File: config.mk
export PLATFORM = sky130hd
export DESIGN_NAME = kmp_ctrl
export DESIGN_NICKNAME = d
export VERILOG_FILES = /design/src/hw/rtl/kmp_pkg.sv /design/src/hw/rtl/kmp_ctrl.sv
export SDC_FILE = /design/constraint.sdc
export NUM_CORES = 1
export LEC_CHECK = 0
export ABC_AREA = 1
export BUFFER_PORTS_ARGS = -buffer_cell sky130_fd_sc_hd__buf_2
export CORE_AREA = 2 2 39 41
export CTS_CLUSTER_DIAMETER = 30
export DETAILED_ROUTE_END_ITERATION = 8
export DIE_AREA = 0 0 41 43
export MAX_ROUTING_LAYER = met4
export SKIP_LAST_GASP = 1
export SYNTH_ARGS = -nofsm -noshare
export SYNTH_HDL_FRONTEND = slang
export SYNTH_SLANG_ARGS = --single-unit
File: constraint.sdc
create_clock -name clk_i -period 1.5 [get_ports clk_i]
set_input_delay 0.375 -clock clk_i [delete_from_list [all_inputs] [get_ports clk_i]]
set_output_delay 0.375 -clock clk_i [all_outputs]
set_load 0.1 [all_outputs]
File: src/hw/rtl/kmp_pkg.sv
`timescale 1ns / 1ps
`default_nettype none

package kmp_pkg;

  localparam int PATTERN_MAX = 16;
  localparam int BYTE_W      = 8;
  localparam int LEN_W       = 5;
  localparam int IDX_W       = 4;
  localparam int POS_W       = 32;
  localparam int CFG_DATA_W  = 64;
  localparam int CFG_ADDR_W  = 2;
  localparam int PAT_W       = PATTERN_MAX * BYTE_W;

  localparam logic [CFG_ADDR_W-1:0] REG_LENGTH   = 2'd0;
  localparam logic [CFG_ADDR_W-1:0] REG_PAT_LOW  = 2'd1;
  localparam logic [CFG_ADDR_W-1:0] REG_PAT_HIGH = 2'd2;

  typedef struct packed {
    logic cfg_write;
    logic build_sel;
    logic build_step;
    logic load_item;
    logic match_step;
    logic go_found;
    logic emit_plain;
    logic emit_found;
  } kmp_cmd_t;

  typedef struct packed {
    logic build_done;
    logic step_done;
    logic full_match;
    logic out_free;
    logic cfg_known;
  } kmp_sts_t;

endpackage

`default_nettype wire

File: src/hw/rtl/kmp_ctrl.sv
`timescale 1ns / 1ps
`default_nettype none

module kmp_ctrl
  import kmp_pkg::*;
(
  input  wire logic     clk_i,
  input  wire logic     rst_ni,
  input  wire logic     cfg_valid_i,
  output logic          cfg_ready_o,
  input  wire logic     in_valid_i,
  output logic          in_ready_o,
  input  wire kmp_sts_t sts_i,
  output kmp_cmd_t      cmd_o
);

  typedef enum logic [3:0] {
    ST_IDLE  = 4'b0001,
    ST_BUILD = 4'b0010,
    ST_MATCH = 4'b0100,
    ST_FOUND = 4'b1000
  } state_e;

  state_e state_q, state_d;

  always_comb begin
    state_d     = state_q;
    cmd_o       = '0;
    cfg_ready_o = 1'b0;
    in_ready_o  = 1'b0;
    case (state_q)
      ST_IDLE: begin
        cfg_ready_o = 1'b1;
        in_ready_o  = !cfg_valid_i;
        if (cfg_valid_i) begin
          if (sts_i.cfg_known) begin
            cmd_o.cfg_write = 1'b1;
            state_d         = ST_BUILD;
          end
        end else if (in_valid_i) begin
          cmd_o.load_item = 1'b1;
          state_d         = ST_MATCH;
        end
      end
      ST_BUILD: begin
        cmd_o.build_sel = 1'b1;
        if (sts_i.build_done) begin
          state_d = ST_IDLE;
        end else begin
          cmd_o.build_step = 1'b1;
        end
      end
      ST_MATCH: begin
        if (!sts_i.step_done) begin
          cmd_o.match_step = 1'b1;
        end else if (sts_i.full_match) begin
          cmd_o.go_found = 1'b1;
          state_d        = ST_FOUND;
        end else if (sts_i.out_free) begin
          cmd_o.emit_plain = 1'b1;
          state_d          = ST_IDLE;
        end
      end
      ST_FOUND: begin
        if (sts_i.out_free) begin
          cmd_o.emit_found = 1'b1;
          state_d          = ST_IDLE;
        end
      end
      default: begin
        state_d = ST_IDLE;
      end
    endcase
  end

  always_ff @(posedge clk_i or negedge rst_ni) begin
    if (!rst_ni) begin
      state_q <= ST_IDLE;
    end else begin
      state_q <= state_d;
    end
  end

endmodule

`default_nettype wire

Word-level counts from Yosys, hierarchy flattened
Index checks and enable logic that the tools add are counted.

Register bits after elaboration: 4. Bits in latches: 0. RAM bits: 0. Memory bits (read-only): 0. Bits of input ports: 9. Output and inout port bits: 10. Logic and storage cells: 36. Memories: 0.

Add/sub/neg operators: 0. Multiply operators: 0. Divide/modulo/power cells: 0. Order comparisons: 0. Equality and inequality tests: 8. Shift operators: 0. Multiplexer cells: 25. Bitwise gates (word level): 0. Reductions and logical operators: 2.

Operators with widths (number): $mux 4 (7); $pmux 4 s4 (1); $mux 1 (14); $ne 3x3->1 const B (2); $eq 4x1->1 const B (1); $eq 4x2->1 const B (1); $eq 4x3->1 const B (1); $eq 4x4->1 const B (1); $mux 2 (2); $ne 2x2->1 const B (2); $reduce_and 4->1 (1); $mux 3 (1); $logic_not 1->1 (1).

Longest topological paths before layout
Gate-level depths: netlist (run 1).

Word-level depth: 4. Gate-level depth with buffers: 8. Mapped depth without buffers: 8.

Worst setup path after synthesis (run 1)
OpenSTA, ideal clock, no wires.

Kind: register to output. From: reg state_q[3]. To: out cmd_o[6] (netlist bit). Data arrival time: 2.641 ns. Required time: 1.125 ns. Setup slack: -1.516 ns. Cell stages (with the launch flop): 4. Path buffers: 0. Cell sequence: dfrtp_1 > nor2_2 > inv_1 > nor3_1.

RTL lines: from (decl) (RTL line kmp_ctrl.sv:24) `state_e state_q, state_d;`; from (signal assigned) (RTL line kmp_ctrl.sv:80) `state_q <= state_d;`; to (decl) (RTL line kmp_ctrl.sv:14) `output kmp_cmd_t cmd_o`.

==> results of run 1 <==
[timing repair]
| item | 4_1_cts | 5_1_grt |
|---|---|---|
| hold endpoints to repair | 3 | 0 |
| pin swaps | 8 | 4 |
| hold buffers | 1 | 0 |
| setup buffers | 3 | 1 |
| endpoints found under the setup margin | 10 | 10 |
| cloned | 0 | 0 |
| resized for setup | 6 | 0 |
[cells in the mapped netlist]
library cell,instances
nand2_2,2
nor2_2,5
o21ai_1,1
dfstp_2,1
nor2_1,4
nand3_1,3
inv_2,4
nand4_1,2
inv_1,14
nand2_1,14
nor3_1,2
nand3_2,1
a21oi_2,1
nor2_4,2
dfrtp_1,3
o21ai_2,1
and2_4,1
[cell type report]
| cell class | instances | area, µm² | share of cell area |
|---|---|---|---|
| Timing Repair Buffer | 37 | 385 | 0.413 |
| Multi-Input combinational cell | 39 | 308 | 0.330 |
| Sequential cell | 4 | 103 | 0.110 |
| Inverter | 18 | 90.1 | 0.0966 |
| Clock buffer | 4 | 26.3 | 0.0282 |
| Tap cell | 16 | 20.0 | 0.0215 |
[how the worst max path moves through the flow]
stage | end | slack (ns) | cells past startpoint
after floorplan | cmd_o[4] | -0.45 | 6
after global routing | cmd_o[4] | -0.37 | 7
after global placement | cmd_o[2] | -0.08 | 7
after detailed placement | cmd_o[2] | -0.11 | 7
final | cmd_o[0] | -0.30 | 6
after CTS | cmd_o[4] | -0.31 | 7
[power breakdown]
group,internal [µW],leakage (µW),switching [µW],total (µW)
clock,100,0.0000150,50.1,150
sequential,162,0.0000496,53.8,215
combinational,643,0.000369,956,1600
total,905,0.000434,1060,1970
[critical path, delay by kind of cell, from the launching register on]
family	cells	cell delay, ns
flops	1	0.54
buf+inv	4	0.52
simple gates	2	0.13
[logic make-up after synthesis]
| family | count (synthesis) | share of synthesized area |
|---|---|---|
| simple gates | 36 | 0.498 |
| buf+inv | 18 | 0.177 |
| flops | 4 | 0.266 |
| compound gates | 3 | 0.0590 |
[metal layers]
layer  part of all wire  vias to the layer above  GRT usage
met2               0.55                       13      0.269
met4              0.024                        0     0.0800
met1               0.39                      228      0.214
met3              0.036                        4     0.0314
met5                  0                        -          -
li1                   -                      265          -
[metrics by stage]
step                total power [µW]  hold slack (ns)
CTS                             1960            0.468
finish                          1970            0.468
detailed placement              1710            0.184
floorplan                       1150           0.0794
global route                    2070            0.473
global placement                1700            0.184
==> results.md, run 1 <==
* Status: finished, violations left
* Failing checks: negative setup slack
* Routed wire length at 1090 µm
* Fin crit share at 1.20
* Die Span X at 41 µm
* Die ar. at 1760 µm²
* Sum Neg Setup Slack at -2.46 ns
* Ant diodes at 0
* Mapped Area at 382 µm²
* Most frequent cells in the layout: 18 x buf_4, 12 x nand2_1, 10 x buf_12
* Clock root buffer: clkbuf_4
* Clk buf depth at 2
* DP Wirelength at 868 µm
* Post-route worst setup slack at -0.295 ns
* Final net count at 112
* CP most frequent cell: buf_4
* Endpoints failing setup at 10
* Critical path startpoint: state_q[0]
* Crit path arrival time at 1.42 ns
* Worst reg2reg path depth at 8
* CP max-delay cell: dfstp_2
* Initial antenna violation count at 0
* Post-placement cell area at 840 µm²
* Drt first pass iters at 4
* Max Freq at 0.557 GHz
* WS Path Type: reg2out
* Max FFs per register at 4
* Required time worst endpoint at 1.12 ns
* Worst-Skew Late Latency at 0.24 ns
* Max Cap Violations at 0
* Crit-path max cell delay at 0.54 ns
* Area share of the largest cell type after synthesis at 0.197
* Height of the die at 43 µm
* Final Hold Fails at 0
* Largest net degree at the start of global routing at 6
* Post-Route Skew at 0.00858 ns
* Avg WL per Cell at 9.25 µm
* Setup crit start kind: flip-flop
* Final core utilization at 0.674
* Core Area at 1380 µm²
* Commonest non-fill, non-tap cell in the layout: buf_4
* Final Cell Area at 932 µm²
* Fill cell count at 113
* Sink Count at 4
* Synth Area per Inst at 6.26 µm²
* Worst Max-Slew Pin Slew at 0.200 ns
* Area contributors post-synth: dfrtp_1 20%, inv_1 14%, nand2_1 14%, nor2_2 8.2%, dfstp_2 6.9%
* Flops & latches, synth at 4
* Area Overhead vs Synth at 144%
* DRC Markers at 0
* Synth Warn # at 0
* First-pass GRT wire length at 2070 µm
* Final min period at 1.80 ns
* Leakage at 0.000434 µW
* Clk slew on worst S/H paths at 0.04 ns
* Largest register by flop count: state_q
* Initial core utilization at 0.276
* FF-to-FF Start: state_q[0]
* PortBufs at 18
* Final std cells w/o fill at 118
* H-tree depth at 1
* Peak VDD IR at 2.15 mV
* CTS Buf Count at 3
* Rel. slew slack at 0.866
* Antenna viol nets, final at 0
* Endpoint class of the critical path: output port
* Slew Limit Fails at 0
* CTS tree: done
* Ports at 19
* Syn Nets at 70
* Dominant cell type by area after synthesis: dfrtp_1
* Worst R2R Setup Slack at 0.09 ns
* Global route overflow at 0
* RSZ-0062 raised after global routing: yes
* Largest regs: state_q x4
* Post-synthesis cell type count at 17
* Hold WC Path Type: in2async
* Final GP Congestion at 0.777
* Register area share after synthesis at 0.266
* Avg Vias per Cell at 4.32
* Number of global-route vias before repair at 516
* Placed cell count at 109
* Crit-path cells: buf_4, nor2_4, buf_4, nand3_4, clkinvlp_4, buf_12
* Number of cell rows at 14
* R2R Path End: state_q[3]
* Pre-CTS worst setup slack at -0.111 ns
* Via count at 510
* Mapped Cells at 61
* Crit path max fanout at 5
* Initial drt markers at 8
* All-Layer GR Usage at 0.175
* Share of post-route cells with drive strength above 1 at 0.696
* PD cells at 2110 nW/µm²
Power figures use the tool's default switching activity.
==> run 2, diff against run 1 <==
--- a/config.mk
+++ b/config.mk
@@ -8,10 +8,9 @@
 export ABC_AREA = 1
 export BUFFER_PORTS_ARGS = -buffer_cell sky130_fd_sc_hd__buf_2
 export CORE_AREA = 2 2 39 41
-export CTS_CLUSTER_DIAMETER = 30
+export CTS_CLUSTER_DIAMETER = 150
 export DETAILED_ROUTE_END_ITERATION = 8
 export DIE_AREA = 0 0 41 43
-export MAX_ROUTING_LAYER = met4
 export SKIP_LAST_GASP = 1
 export SYNTH_ARGS = -nofsm -noshare
 export SYNTH_HDL_FRONTEND = slang
==> results.md, run 2 (same netlist as run 1, synthesis figures left out) <==
* Sequential power share at 0.110 (about the same)
* Leakage at 0.000434 µW (unchanged)
* P_int at 905 µW (about the same)
* H-tree depth at 1 (unchanged)
* Initial drt markers at 8 (unchanged)
* Setup crit start kind: flip-flop
* Final net count at 112 (unchanged)
* Largest net degree at the start of global routing at 6 (unchanged)
* Hold WC Path Type: in2async
* Core Area at 1380 µm² (unchanged)
* Crit path max fanout at 5 (unchanged)
* Antenna viol nets, final at 0 (unchanged)
* Pre-CTS worst setup slack at -0.111 ns (unchanged)
* Max Freq at 0.557 GHz (unchanged)
* All-Layer GR Usage at 0.171 (-0.00424)
* Endpoints failing setup at 10 (unchanged)
* Rel. slew slack at 0.866 (unchanged)
* Power share of the combinational group at 0.814 (about the same)
* Initial core utilization at 0.276 (unchanged)
* Via count at 510 (unchanged)
* Ports at 19 (unchanged)
* Max Cap Violations at 0 (unchanged)
* Endpoint class of the critical path: output port
* Clock root buffer: clkbuf_4
* Final Cell Area at 932 µm² (unchanged)
* CP max-delay cell: dfstp_2
* Sum Neg Setup Slack at -2.46 ns (+0.00126 ns)
* Sink Count at 4 (unchanged)
* WS Path Type: reg2out
* Post-Route Skew at 0.00858 ns (unchanged)
* Worst reg2reg path depth at 8 (unchanged)
* Required time worst endpoint at 1.12 ns (about the same)
* Height of the die at 43 µm (unchanged)
* Failing checks: negative setup slack
* Number of global-route vias before repair at 516 (unchanged)
* Global route overflow at 0 (unchanged)
* First-pass GRT wire length at 2070 µm (unchanged)
* DRC Markers at 0 (unchanged)
* Sw Pwr at 1060 µW (about the same)
* Worst-Skew Late Latency at 0.24 ns (about the same)
* CTS tree: done
* Switching share of power at 0.539 (about the same)
* Crit path arrival time at 1.42 ns (about the same)
* Most frequent cells in the layout: 18 x buf_4, 12 x nand2_1, 10 x buf_12
* Commonest non-fill, non-tap cell in the layout: buf_4
* Post-route worst setup slack at -0.295 ns (unchanged)
* Largest regs: state_q x4
* Avg WL per Cell at 9.25 µm (unchanged)
* Largest register by flop count: state_q
* Crit-path max cell delay at 0.54 ns (about the same)
* Post-placement cell area at 840 µm² (unchanged)
* FF-to-FF Start: state_q[0]
* Max FFs per register at 4 (unchanged)
* Die ar. at 1760 µm² (unchanged)
* DP Wirelength at 868 µm (unchanged)
* Ant diodes at 0 (unchanged)
* Avg Vias per Cell at 4.32 (unchanged)
* Routed wire length at 1090 µm (unchanged)
* Status: finished, violations left
* Drt first pass iters at 4 (unchanged)
* Share of post-route cells with drive strength above 1 at 0.696 (unchanged)
* Final GP Congestion at 0.767 (-1.3%)
* Crit-path cells: buf_4, nor2_4, buf_4, nand3_4, clkinvlp_4, buf_12
* Number of cell rows at 14 (unchanged)
* Clk slew on worst S/H paths at 0.04 ns (about the same)
* PD cells at 2110 nW/µm² (about the same)
* Die Span X at 41 µm (unchanged)
* Slew Limit Fails at 0 (unchanged)
* PortBufs at 18 (unchanged)
* Worst Max-Slew Pin Slew at 0.200 ns (unchanged)
* Initial antenna violation count at 0 (unchanged)
* Fin crit share at 1.20 (unchanged)
* Worst R2R Setup Slack at 0.09 ns (about the same)
* R2R Path End: state_q[3]
* Hold WS at 0.468 ns (unchanged)
* Final min period at 1.80 ns (unchanged)
* Area Overhead vs Synth at 144% (unchanged)
* CTS Buf Count at 3 (unchanged)
* Peak VDD IR at 2.15 mV (about the same)
* Final core utilization at 0.674 (unchanged)
* Clk buf depth at 2 (unchanged)
* RSZ-0062 raised after global routing: yes
* CP most frequent cell: buf_4
* Final Hold Fails at 0 (unchanged)
* Clock Power Share at 0.077 (about the same)
==> run 2: cell counts in the layout (fill, tap and decap cells not counted) <==
Identical to the previous run, type by type.
==> run 2: how the worst max path moves through the flow <==
stage,cells after the start,end,slack (ns),start
after CTS,7,cmd_o[4],-0.31,state_q[0]
final,6,cmd_o[0],-0.30,state_q[0]
after global routing,7,cmd_o[4],-0.37,state_q[0]
after global placement,7,cmd_o[2],-0.08,state_q[0]
after floorplan,6,cmd_o[4],-0.45,state_q[0]
after detailed placement,7,cmd_o[2],-0.11,state_q[0]
==> run 2: power groups by stage <==
stage / clock (µW) / combinational (µW) / sequential, µW
finish: 150 / 1600 / 215
global route: 165 / 1690 / 222
CTS: 152 / 1600 / 214
detailed placement: 0 / 1500 / 206
global placement: 0 / 1490 / 205
floorplan: 0 / 931 / 218
==> run 2: through the flow <==
step / power [µW] / cells
floorplan: 1150 / 61
finish: 1960 / 118
CTS: 1960 / 117
global placement: 1700 / 109
global route: 2070 / 118
detailed placement: 1710 / 109
==> run 2: final cells by class <==
type	instances	area, µm²
clock buffers	4	26.3
fillers	113	452
inverters	18	90.1
multi-input cells	39	308
flip-flops and latches	4	103
well taps	16	20.0
repair buffers	37	385
==> run 2: critical path, delay by kind of cell (launching register included) <==
kind                   cells  cell delay [ns]
buffers and inverters      4             0.52
flip-flops                 1             0.54
AND/OR/NAND/NOR            2             0.13
==> run 2: what timing repair did <==
| action | in CTS | in global routing |
|---|---|---|
| pin swaps | 8 | 4 |
| hold buffers | 1 | 0 |
| gates resized for setup | 6 | 0 |
| setup endpoints to repair | 10 | 10 |
| gates cloned | 0 | 0 |
| buffers inserted | 3 | 1 |
| hold endpoints to repair | 3 | 0 |
==> run 2: metal layers <==
metal	up-vias	global-route usage	part of all wire
met5	-	0	0
met4	0	0.0800	0.024
met3	4	0.0366	0.038
met2	13	0.269	0.55
met1	228	0.211	0.39
li1	265	-	-
