===== src/hw/rtl/kmp_pkg.sv =====
`timescale 1ns / 1ps
`default_nettype none

package kmp_pkg;

  localparam int PATTERN_MAX = 16;
  localparam int BYTE_W      = 8;
  localparam int LEN_W       = 5;
  localparam int IDX_W       = 4;
  localparam int POS_W       = 32;
  localparam int CFG_DATA_W  = 64;
  localparam int CFG_ADDR_W  = 2;
  localparam int PAT_W       = PATTERN_MAX * BYTE_W;

  localparam logic [CFG_ADDR_W-1:0] REG_LENGTH   = 2'd0;
  localparam logic [CFG_ADDR_W-1:0] REG_PAT_LOW  = 2'd1;
  localparam logic [CFG_ADDR_W-1:0] REG_PAT_HIGH = 2'd2;

  typedef struct packed {
    logic cfg_write;
    logic build_sel;
    logic build_step;
    logic load_item;
    logic match_step;
    logic go_found;
    logic emit_plain;
    logic emit_found;
  } kmp_cmd_t;

  typedef struct packed {
    logic build_done;
    logic step_done;
    logic full_match;
    logic out_free;
    logic cfg_known;
  } kmp_sts_t;

endpackage

`default_nettype wire


===== src/hw/rtl/kmp_datapath.sv =====
`timescale 1ns / 1ps
`default_nettype none

module kmp_datapath
  import kmp_pkg::*;
(
  input  wire logic                  clk_i,
  input  wire logic                  rst_ni,
  input  wire kmp_cmd_t              cmd_i,
  output kmp_sts_t                   sts_o,
  input  wire logic [CFG_ADDR_W-1:0] cfg_addr_i,
  input  wire logic [CFG_DATA_W-1:0] cfg_data_i,
  input  wire logic [BYTE_W-1:0]     text_byte_i,
  input  wire logic                  stream_start_i,
  input  wire logic                  out_ready_i,
  output logic                       out_valid_o,
  output logic                       match_found_o,
  output logic [POS_W-1:0]           match_start_o,
  output logic [LEN_W-1:0]           prefix_length_o
);

  logic [LEN_W-1:0]      len_q;
  logic [CFG_DATA_W-1:0] pat_low_q, pat_high_q;
  logic [LEN_W-1:0]      fb_q [PATTERN_MAX];
  logic [LEN_W-1:0]      bi_q, bk_q;
  logic [LEN_W-1:0]      prefix_q, j_q;
  logic [POS_W-1:0]      pos_q, cur_pos_q;
  logic [BYTE_W-1:0]     c_q;
  logic                  out_valid_q, found_q;
  logic [POS_W-1:0]      start_q;
  logic [LEN_W-1:0]      plen_q;

  logic [PAT_W-1:0]  pat;
  logic [LEN_W-1:0]  m;
  logic [IDX_W-1:0]  rd_addr;
  logic [LEN_W-1:0]  fb_rd;
  logic [BYTE_W-1:0] pk, pi, pj;
  logic              bk_miss, j_miss, j_hit;
  logic [LEN_W-1:0]  bk_next, j_next, j0;
  logic [POS_W-1:0]  pos_cur;

  assign pat = {pat_high_q, pat_low_q};
  assign m   = (len_q > LEN_W'(PATTERN_MAX)) ? LEN_W'(PATTERN_MAX) : len_q;

  assign rd_addr = cmd_i.build_sel ? IDX_W'(bk_q - 1'b1) : IDX_W'(j_q - 1'b1);
  assign fb_rd   = fb_q[rd_addr];

  assign pk = pat[bk_q[IDX_W-1:0]*BYTE_W +: BYTE_W];
  assign pi = pat[bi_q[IDX_W-1:0]*BYTE_W +: BYTE_W];
  assign pj = pat[j_q[IDX_W-1:0]*BYTE_W +: BYTE_W];

  assign bk_miss = (bk_q != '0) && (pk != pi);
  assign bk_next = bk_q + LEN_W'(pk == pi);

  assign j_miss = (j_q != '0) && (c_q != pj);
  assign j_hit  = (m != '0) && (c_q == pj);
  assign j_next = (m == '0) ? '0 : (j_q + LEN_W'(j_hit));

  assign j0      = (stream_start_i || (prefix_q >= m)) ? '0 : prefix_q;
  assign pos_cur = stream_start_i ? '0 : pos_q;

  assign sts_o.build_done = (bi_q >= m);
  assign sts_o.step_done  = !j_miss;
  assign sts_o.full_match = (m != '0) && (j_next == m);
  assign sts_o.out_free   = !out_valid_q || out_ready_i;
  assign sts_o.cfg_known  = (cfg_addr_i == REG_LENGTH) || (cfg_addr_i == REG_PAT_LOW) ||
                            (cfg_addr_i == REG_PAT_HIGH);

  // configuration, table and stream state
  always_ff @(posedge clk_i or negedge rst_ni) begin
    if (!rst_ni) begin
      len_q      <= '0;
      pat_low_q  <= '0;
      pat_high_q <= '0;
      fb_q       <= '{default: '0};
      bi_q       <= '0;
      bk_q       <= '0;
      prefix_q   <= '0;
      pos_q      <= '0;
    end else begin
      if (cmd_i.cfg_write) begin
        case (cfg_addr_i)
          REG_LENGTH:   len_q      <= cfg_data_i[LEN_W-1:0];
          REG_PAT_LOW:  pat_low_q  <= cfg_data_i;
          REG_PAT_HIGH: pat_high_q <= cfg_data_i;
          default:      len_q      <= len_q;
        endcase
        bi_q     <= LEN_W'(1);
        bk_q     <= '0;
        prefix_q <= '0;
      end
      if (cmd_i.build_step) begin
        if (bk_miss) begin
          bk_q <= fb_rd;
        end else begin
          fb_q[bi_q[IDX_W-1:0]] <= bk_next;
          bk_q                  <= bk_next;
          bi_q                  <= bi_q + 1'b1;
        end
      end
      if (cmd_i.load_item) begin
        pos_q <= pos_cur + 1'b1;
      end
      if (cmd_i.emit_plain) begin
        prefix_q <= j_next;
      end
      if (cmd_i.emit_found) begin
        prefix_q <= fb_rd;
      end
    end
  end

  // per-word working registers
  always_ff @(posedge clk_i) begin
    if (cmd_i.load_item) begin
      c_q       <= text_byte_i;
      j_q       <= j0;
      cur_pos_q <= pos_cur;
    end else if (cmd_i.match_step) begin
      j_q <= fb_rd;
    end else if (cmd_i.go_found) begin
      j_q <= j_next;
    end
  end

  // output register
  always_ff @(posedge clk_i or negedge rst_ni) begin
    if (!rst_ni) begin
      out_valid_q <= 1'b0;
    end else if (cmd_i.emit_plain || cmd_i.emit_found) begin
      out_valid_q <= 1'b1;
    end else if (out_ready_i) begin
      out_valid_q <= 1'b0;
    end
  end

  always_ff @(posedge clk_i) begin
    if (cmd_i.emit_plain) begin
      found_q <= 1'b0;
      start_q <= '0;
      plen_q  <= j_next;
    end else if (cmd_i.emit_found) begin
      found_q <= 1'b1;
      start_q <= cur_pos_q - POS_W'(m) + 1'b1;
      plen_q  <= fb_rd;
    end
  end

  assign out_valid_o     = out_valid_q;
  assign match_found_o   = found_q;
  assign match_start_o   = start_q;
  assign prefix_length_o = plen_q;

  a_prefix_in_range: assert property (@(posedge clk_i) disable iff (!rst_ni)
    prefix_q <= LEN_W'(PATTERN_MAX))
    else $error("matched prefix beyond pattern size");

  a_build_k_below_i: assert property (@(posedge clk_i) disable iff (!rst_ni)
    cmd_i.build_step |-> (bk_q < bi_q))
    else $error("build prefix not below build index");

  a_found_at_length: assert property (@(posedge clk_i) disable iff (!rst_ni)
    cmd_i.emit_found |-> ((j_q == m) && (m != '0)))
    else $error("match reported without full prefix");

  a_emit_sets_valid: assert property (@(posedge clk_i) disable iff (!rst_ni)
    (cmd_i.emit_plain || cmd_i.emit_found) |=> out_valid_q)
    else $error("result lost at output register");

endmodule

`default_nettype wire


===== config.mk =====
export PLATFORM = sky130hd
export DESIGN_NAME = kmp_datapath
export DESIGN_NICKNAME = d
export VERILOG_FILES = /design/src/hw/rtl/kmp_pkg.sv /design/src/hw/rtl/kmp_datapath.sv
export SDC_FILE = /design/constraint.sdc
export NUM_CORES = 1
export LEC_CHECK = 0
export ABC_AREA = 1
export BUFFER_PORTS_ARGS = -buffer_cell sky130_fd_sc_hd__clkbuf_2
export CAP_MARGIN = 25
export CORE_UTILIZATION = 45
export CTS_BUF_LIST = sky130_fd_sc_hd__clkbuf_4 sky130_fd_sc_hd__clkbuf_8
export DETAILED_ROUTE_END_ITERATION = 6
export PLACE_DENSITY = 0.68
export SYNTH_ARGS = -nofsm -noshare
export SYNTH_HDL_FRONTEND = slang
export SYNTH_SLANG_ARGS = --single-unit
export TNS_END_PERCENT = 5

===== constraint.sdc =====
create_clock -name clk_i -period 9.3 [get_ports clk_i]
set_input_delay 0.465 -clock clk_i [delete_from_list [all_inputs] [get_ports clk_i]]
set_output_delay 0.465 -clock clk_i [all_outputs]
set_load 0.01 [all_outputs]

---- Yosys cells after proc, flatten, opt, wreduce, memory -nomap -nowiden ----
Index checks and enable logic that the tools add are counted.
word-level totals
  register bits after elaboration ......... 344
  latch bits .............................. 0
  bits in writable memories ............... 0
  ROM bits ................................ 0
  input bits .............................. 86
  output and inout bits ................... 44
  word-level logic and storage cells ...... 109
  memories ................................ 0
operators by class
  add/subtract/negate cells ............... 8
  multiply operators ...................... 0
  divide/modulo/power cells ............... 0
  magnitude comparators ................... 6
  equal/unequal tests ..................... 7
  shift-type cells ........................ 3
  mux-type cells .......................... 26
  bitwise operators ....................... 3
  reduce and logical (&&, ||, !) cells .... 26
operators with widths
  kind                                                                 count
  128-bit by 8-bit variable part select with 8-bit output              3
  5-bit two-way mux                                                    19
  80-bit bitwise mux                                                   1
  32-bit by 1-bit adder with 32-bit output (second input constant)     2
  32-bit two-way mux                                                   1
  32-bit by 5-bit subtractor with 32-bit output                        1
  5-bit binary-select mux with 4-bit select                            1
  5-bit demux with 4-bit select                                        1
  8-bit equality test                                                  2
  8-bit != test                                                        2
  5-bit nonzero test                                                   3
  5-bit by 1-bit adder with 5-bit output                               2
  5-bit greater-or-equal comparator                                    2
  5-bit greater-or-equal comparator (second input constant)            2
  4-bit NOT with 5-bit output                                          2
  2-bit AND reduction                                                  4
  4-bit by 1-bit subtractor with 4-bit output (second input constant)  2
  2-bit nonzero test                                                   3
  3-bit nonzero test                                                   2
  5-bit by 1-bit adder with 5-bit output (second input constant)       1
  5-bit equality test                                                  1
  5-bit > comparator (second input constant)                           1
  1-bit logical AND                                                    5
  5-bit logical NOT                                                    1
  other kinds (9)                                                      15

---- Depth between registers and ports, before layout ----
Gate-level depths: netlist of the first run.
  depth in word-level cells ............... 9
  mapped depth ............................ 24
  gate-level depth less buffers ........... 21

---- Least setup slack after synthesis of the first run ----
OpenSTA, ideal clock, no wires.
  kind .................................... register to output
  start ................................... register j_q[1]
  end ..................................... output sts_o[2] in the netlist's numbering
  arrival time ............................ 3.076 ns
  required time ........................... 8.835 ns
  slack ................................... 5.759 ns
  stages on the path, launching flop included .. 21
  cell sequence ........................... edfxtp_1 clkbuf_1 inv_1 clkbuf_1 a21oi_1 o21ai_0 nand2_1 nand2_1 nand2_1 o21ai_0 xor2_1 nand2_1 nor3_1 nand2_1 nor2_1 ha_1 ha_1 nand3_1 xor2_1 a221o_1 nor4_1
RTL lines
  item                      RTL line             source
  start: declaration        kmp_datapath.sv:26   logic [LEN_W-1:0] prefix_q, j_q;
  start signal: assignment  kmp_datapath.sv:117  j_q <= j0;
  start signal: assignment  kmp_datapath.sv:120  j_q <= fb_rd;
  start signal: assignment  kmp_datapath.sv:122  j_q <= j_next;
  end: declaration          kmp_datapath.sv:10   output kmp_sts_t sts_o,

==> reports/summary.txt, run 1 <==
Filler Cells Inserted: 4,592
CP max FO: 73
total track usage: 0.2854
hold crit path type: input port to flop
Post-synth EDFFs: 50
count leader, synth: nand2_1
Fin Clk Skew: 0.04720 ns
FMAX: 171.2 MHz
R2R cell count: 15
CP arrival: 5.38 ns
Power Dens Cells: 264.5 nW/um^2
first-pass GRT wire length: 108.1 mm
Horiz. Die Dim: 220.0 um
final hold viol count: 0
Synth Warn #: 0
core area: 46,750 um^2
DRT Wirelength: 68.13 mm
top post-synthesis cells by area: dfrtp_1 (31%), nand2_1 (16%), o21ai_0 (7.5%), edfxtp_1 (7.0%), inv_1 (6.5%)
Slew HR: 0.2710
fin. max-slew vios: 0
die area: 48,390 um^2
Die Height: 220.0 um
Gate Count Post-Synth: 3,029
Nets: 3,224
Mapped Area: 21,380 um^2
Port Buf Inserts: 129
DPL Wire Length: 47.30 mm
TritonCTS clock tree: yes
fin crit period: 5.842 ns
Starting Density: 0.4573
CTS sink count: 344
share of cells above drive strength 1: 0.09329
Clock Path Buffers: 3
largest net degree at the start of global routing: 177
clock latency on the worst-skew pair: 0.68 ns
site row count: 79
Root Driver: clkbuf_8
wire per inst: 18.23 um
total gr overflow: 0
DP Area: 22,200 um^2
Worst Path Required: 8.84 ns
Setup crit start kind: flop
drc violations: 4
crit path from: j_q[0]
Synth Register Bits: 344
Post-CTS Setup Bufs: 0
Synth cell types: 51
TritonRoute pass-1 iters: 7
hold path start: out_ready_i
Synth Flop Type: dfrtp_1
# setup viols final: 0
n_diodes: 0
cell taking the most area after synthesis: dfrtp_1
violated checks: DRC
Syn Area/Cell: 7.059 um^2
Max Cap Violations: 0
commonest cells in the synthesized netlist: nand2_1 (904), inv_1 (369), o21ai_0 (322)
FF-to-FF Start: bk_q[0]
via count: 20,750
outcome: finished, violations left
vias per inst: 5.552
part of the cycle the worst path needs: 0.6282
register area share after synthesis: 0.4066
FF-to-FF End: bk_q[3]
worst hold path depth: 4
Mapped Nets: 3,171
GP Congestion: 0.9318
Slew @ Worst Pin: 1.093 ns
Resize count post-CTS: 0
flop2flop setup slack: 4.62 ns
CP Capture Type: output pin
Layout area overhead: 10.55%
Max rail drop VDD: 0.1719 mV
total number of H-tree levels: 2
initial DRC count: 2,385
setup TNS: 0 ns
number of CTS-inserted buffers: 60
RSZ-0062 raised after global routing: false
vias in the first global route: 19,660
post-synth top area share: 0.3055
num ports: 130
DRT antenna net count: 0
final instance area: 23,640 um^2
leak pwr: 11.96 nW
hold endpoint: out_valid_o
async set or reset register ratio after synthesis: 0.7587
antenna violations before repair: 0
Worst-path clk slew: 0.06 ns
Crit Path Class: flop to output pin
-- final cells by class --
| cell class | count | area [um^2] | share of cell area |
|---|---|---|---|
| clock buffers | 95 | 1157 | 0.04897 |
| clock inverters | 15 | 135.1 | 0.005717 |
| inverters | 379 | 1425 | 0.06030 |
| multi-input cells | 2140 | 10520 | 0.4450 |
| flip-flops and latches | 344 | 8696 | 0.3679 |
| well taps | 607 | 759.5 | 0.03213 |
| repair buffers | 157 | 943.4 | 0.03992 |
-- routing by layer --
layer,track usage,share of wire
met1,0.4241,0.47
met2,0.4144,0.42
met3,0.05908,0.096
met4,0.08069,0.018
met5,0,0
-- metrics by stage --
step / hold slack, ns / instances / total power (W) / setup WS [ns] / utilization
after detailed placement: 0.4418 / 3616 / 0.004663 / 4.230 / 0.4748
after floorplan: 0.1694 / 3029 / 0.003909 / 5.759 / -
after global routing: 0.03143 / 3737 / 0.006692 / 2.964 / 0.5055
final: 0.06069 / 3737 / 0.006252 / 3.458 / 0.5055
after CTS: 0.01314 / 3735 / 0.006191 / 3.511 / 0.5043
after global placement: 0.4342 / 3616 / 0.004608 / 4.386 / 0.4748
-- power breakdown --
| group | internal [W] | leakage, nW | switching [W] |
|---|---|---|---|
| registers | 0.00177 | 4.20 | 0.000234 |
| clock network | 0.000844 | 0.697 | 0.000658 |
| logic | 0.000830 | 7.06 | 0.00192 |
-- layout by cell type (no fill, tap or decap), types with 7 or more instances in the layout --
cell type      netlist  layout
clkinv_2             0      10
nor2_2               8       8
xor2_1              44      43
ha_1                55      55
clkbuf_4             0      24
nor2_1             203     203
o211ai_1            63      63
o21bai_1             7       7
nand2_1            904     904
inv_1              369     369
clkbuf_2             3     127
dfxtp_1             33      33
dfrtp_1            261     259
a21oi_1             99      99
edfxtp_1            50      50
clkbuf_8             0      71
nor4_1               7       7
nand3_1            237     235
xnor2_1             16      16
o21ai_0            322     322
dlygate4sd3_1        0       9
o221ai_1            11      11
nor3_1              14      14
buf_4                6      17
nand3_2              7       7
nand4_1             97      97
-- state kept, by name (all words and copies together) (netlist names), 8 cells and up --
signal,flops
fb_q,80
pat_low_q,64
cur_pos_q,32
match_start_o,32
c_q,8
pat_high_q,64
pos_q,32
-- cells by family (layout without fill, tap and decap cells) --
logic type | after synthesis | after routing | share of synthesized area
fa+ha+maj | 56 | 56 | 0.03312
xor+xnor | 60 | 60 | 0.02458
compound gates | 527 | 527 | 0.1366
buf+inv | 545 | 646 | 0.1031
flops | 344 | 344 | 0.4066
simple gates | 1497 | 1497 | 0.2960
-- critical path: stages, from the launching register on --
cell	delay [ns]
edfxtp_1	0.32
buf_4	0.56
inv_2	0.51
o21ai_0	0.28
a21oi_1	0.05
o21ai_0	0.20
nand3_1	0.10
nand2_1	0.09
xor2_1	0.17
nand2_1	0.11
nor3_1	0.16
nand2_1	0.12
nor2_1	0.11
ha_1	0.17
nand3_1	0.11
nand2_1	0.11
nor3b_1	0.45
xor2_1	0.14
nor4_1	0.65
clkbuf_2	0.25
-- how the worst max path moves through the flow --
stage,cells after the start,slack [ns],to
final,19,3.46,sts_o[2]
after global routing,19,2.96,sts_o[2]
after CTS,19,3.51,sts_o[2]
after detailed placement,19,4.23,sts_o[2]
after global placement,19,4.39,sts_o[2]
after floorplan,20,5.76,sts_o[2]
-- timing repair --
action,CTS,global route
hold endpoints to repair,93,0
hold buffers,9,0
endpoints found under the setup margin,0,0
Power figures use the tool's default switching activity.
==> inputs of run 2 (changes only) <==
==> constraint.sdc (replaced) <==
create_clock -name clk_i -period 5.4 [get_ports clk_i]
set_input_delay 0.27 -clock clk_i [delete_from_list [all_inputs] [get_ports clk_i]]
set_output_delay 0.27 -clock clk_i [all_outputs]
set_load 0.01 [all_outputs]
==> run 2 against run 1 <==
  * Clock power rose by 85%
  * First-iteration DRC count rose by 0.71%
  * Design area rose by 3.5%
  * Setup slack got worse by 3.0 ns
  * Sequential power rose by 73%
  * Global-route usage rose by 0.096 points
  * Combinational power rose by 75%
  * The flow still finishes with violations (DRC)
==> reports/summary.txt, run 2 (synthesized netlist as in run 1, its figures left out) <==
outcome: finished, violations left
violated checks: DRC
FF-to-FF End: fb_q[57]
RSZ-0062 raised after global routing: false
Filler Cells Inserted: 4,507 (-1.9%)
hold endpoint: j_q[0]
part of the cycle the worst path needs: 0.9077
leak pwr: 12.33 nW (+3.1%)
hold slack final: 0.04626 ns (-0.01443 ns)
hold crit path type: input port to flop
commonest non-fill, non-tap cell in the layout: nand2_1
die area: 48,390 um^2 (unchanged)
Max rail drop VDD: 0.3155 mV (+84%)
FF-to-FF Start: bi_q[0]
DPL Wire Length: 48.06 mm (+1.6%)
GP Congestion: 1.000 (+7.4%)
total power: 0.01105 W (+77%)
Clock Path Buffers: 3 (unchanged)
Starting Density: 0.4573 (unchanged)
placed insts: 3,625 (+0.25%)
final design utilization: 0.5235 (+0.01793)
met3 WL post-DR: 6.390 mm (-2.0%)
most frequent cells in the layout: nand2_1 (904), inv_1 (368), o21ai_0 (322)
Crit Path Class: flop to output pin
largest registers: fb_q (80), pat_high_q (64), pat_low_q (64)
TritonCTS clock tree: yes
Power Dens Cells: 451.4 nW/um^2 (+71%)
Setup crit start kind: flop
met2 wire length: 29.25 mm (+2.1%)
initial DRC count: 2,402 (+0.71%)
setup TNS: 0 ns (unchanged)
Nets: 3,300 (+2.4%)
DRT Wirelength: 68.99 mm (+1.3%)
Worst-path clk slew: 0.07 ns (about the same)
total number of H-tree levels: 2 (unchanged)
Slew HR: 0.2994 (+0.02836)
drc violations: 8 (+4)
wire per inst: 18.07 um (-0.90%)
via count: 21,010 (+1.3%)
Root Driver: clkbuf_8
Worst Path Required: 5.13 ns (-3.71 ns)
number of CTS-inserted buffers: 61 (+1.7%)
CP Capture Type: output pin
site row count: 79 (unchanged)
DRT antenna net count: 0 (unchanged)
max layer used: met4
antenna violations before repair: 1 (+1)
Fin Clk Skew: 0.04905 ns (+0.001859 ns)
clock latency on the worst-skew pair: 0.70 ns (+0.02 ns)
Port Buf Inserts: 129 (unchanged)
worst hold path depth: 2 (-2)
final hold viol count: 0 (unchanged)
vias per inst: 5.502 (-0.90%)
hold path start: cmd_i[2]
Non-Filler Instances: 3,819 (+2.2%)
fin crit period: 4.901 ns
Slew @ Worst Pin: 1.048 ns (-0.04508 ns)
FMAX: 204.0 MHz
CP max FO: 72 (-1.4%)
Die Height: 220.0 um (unchanged)
Metal-1 WL: 31.88 mm (+0.44%)
Layout area overhead: 14.47%
flop2flop setup slack: 1.25 ns (-3.37 ns)
num ports: 130 (unchanged)
share of cells above drive strength 1: 0.09533 (+0.002036)
first-pass GRT wire length: 108.6 mm (+0.44%)
total track usage: 0.2864 (+0.0009574)
max reg flops: 80 (unchanged)
R2R cell count: 19 (+4)
TritonRoute pass-1 iters: 7 (unchanged)
CTS sink count: 344 (unchanged)
CP arrival: 4.63 ns (-0.75 ns)
fin. max-slew vios: 0 (unchanged)
core area: 46,750 um^2 (unchanged)
total gr overflow: 0 (unchanged)
Horiz. Die Dim: 220.0 um (unchanged)
largest register by flop count: fb_q
vias in the first global route: 19,530 (-0.65%)
largest net degree at the start of global routing: 169 (-4.5%)
# setup viols final: 0 (unchanged)
Max Cap Violations: 0 (unchanged)
## run 2: changes by cell type in the layout (fill, tap and decap cells not counted), sizes merged
cell,before,now
dlygate4sd3,9,76
clkinv,17,12
clkinvlp,1,2
clkbuf,222,230
buf,21,29
diode,0,2
bufinv,2,3
## run 2: report_power, final
group | total, W | leakage (nW) | switching [W] | internal, W
clock network | 0.00278 | 0.752 | 0.00117 | 0.00161
logic | 0.00481 | 7.37 | 0.00333 | 0.00148
registers | 0.00345 | 4.20 | 0.000406 | 0.00305
total | 0.0110 | 12.3 | 0.00491 | 0.00614
## run 2: final cells by class
cell class / instances / area (um^2) / share of cell area
multi-input combinational: 2140 / 10520 / 0.4298
sequential: 344 / 8696 / 0.3553
timing repair buffer: 232 / 1658 / 0.06774
inverter: 379 / 1429 / 0.05838
clock buffer: 103 / 1261 / 0.05153
tap: 607 / 759.5 / 0.03103
clock inverter: 12 / 147.6 / 0.006033
antenna: 2 / 5.005 / 0.0002045
## run 2: timing repair
| action | in CTS | in global routing |
|---|---|---|
| setup buffers | 0 | 1 |
| endpoints found under the hold margin | 240 | 0 |
| hold buffers | 76 | 0 |
| gates resized for setup | 0 | 2 |
| setup endpoints to repair | 0 | 1 |
## run 2: worst max-delay path by stage
stage               startpoint       end  slack, ns
CTS                     j_q[2]  sts_o[2]       0.20
global placement        j_q[2]  sts_o[2]       1.13
detailed placement      j_q[2]  sts_o[2]       0.95
floorplan               j_q[1]  sts_o[2]       2.05
global route            j_q[0]  sts_o[2]       0.12
finish                  j_q[0]  sts_o[2]       0.50
## run 2: per-layer routing
metal  vias to the layer above  GRT usage
met5                         -          0
met4                         0    0.08092
met3                       114    0.06004
met2                       880     0.4140
met1                      9882     0.4268
li1                      10140          -
## run 2: metrics by stage
| stage | cell area (um^2) | setup slack (ns) |
|---|---|---|
| floorplan | 21380 | 2.054 |
| global route | 24470 | 0.1230 |
| finish | 24470 | 0.4985 |
| detailed placement | 22280 | 0.9456 |
| CTS | 24450 | 0.2003 |
| global placement | 22260 | 1.134 |
## run 2: critical path, stage by stage (launching register included)
cell      delay (ns)
edfxtp_1        0.36
buf_4           0.54
a21oi_1         0.15
o21ai_0         0.11
nand2_1         0.08
nand2_1         0.06
nand2_1         0.04
o21ai_0         0.21
xor2_1          0.16
nand2_1         0.09
nor3_1          0.15
nand2_1         0.12
nor2_1          0.11
ha_1            0.18
nand3_1         0.10
nand2_1         0.09
nor3b_1         0.45
xor2_1          0.16
nor4_2          0.50
clkbuf_2        0.22
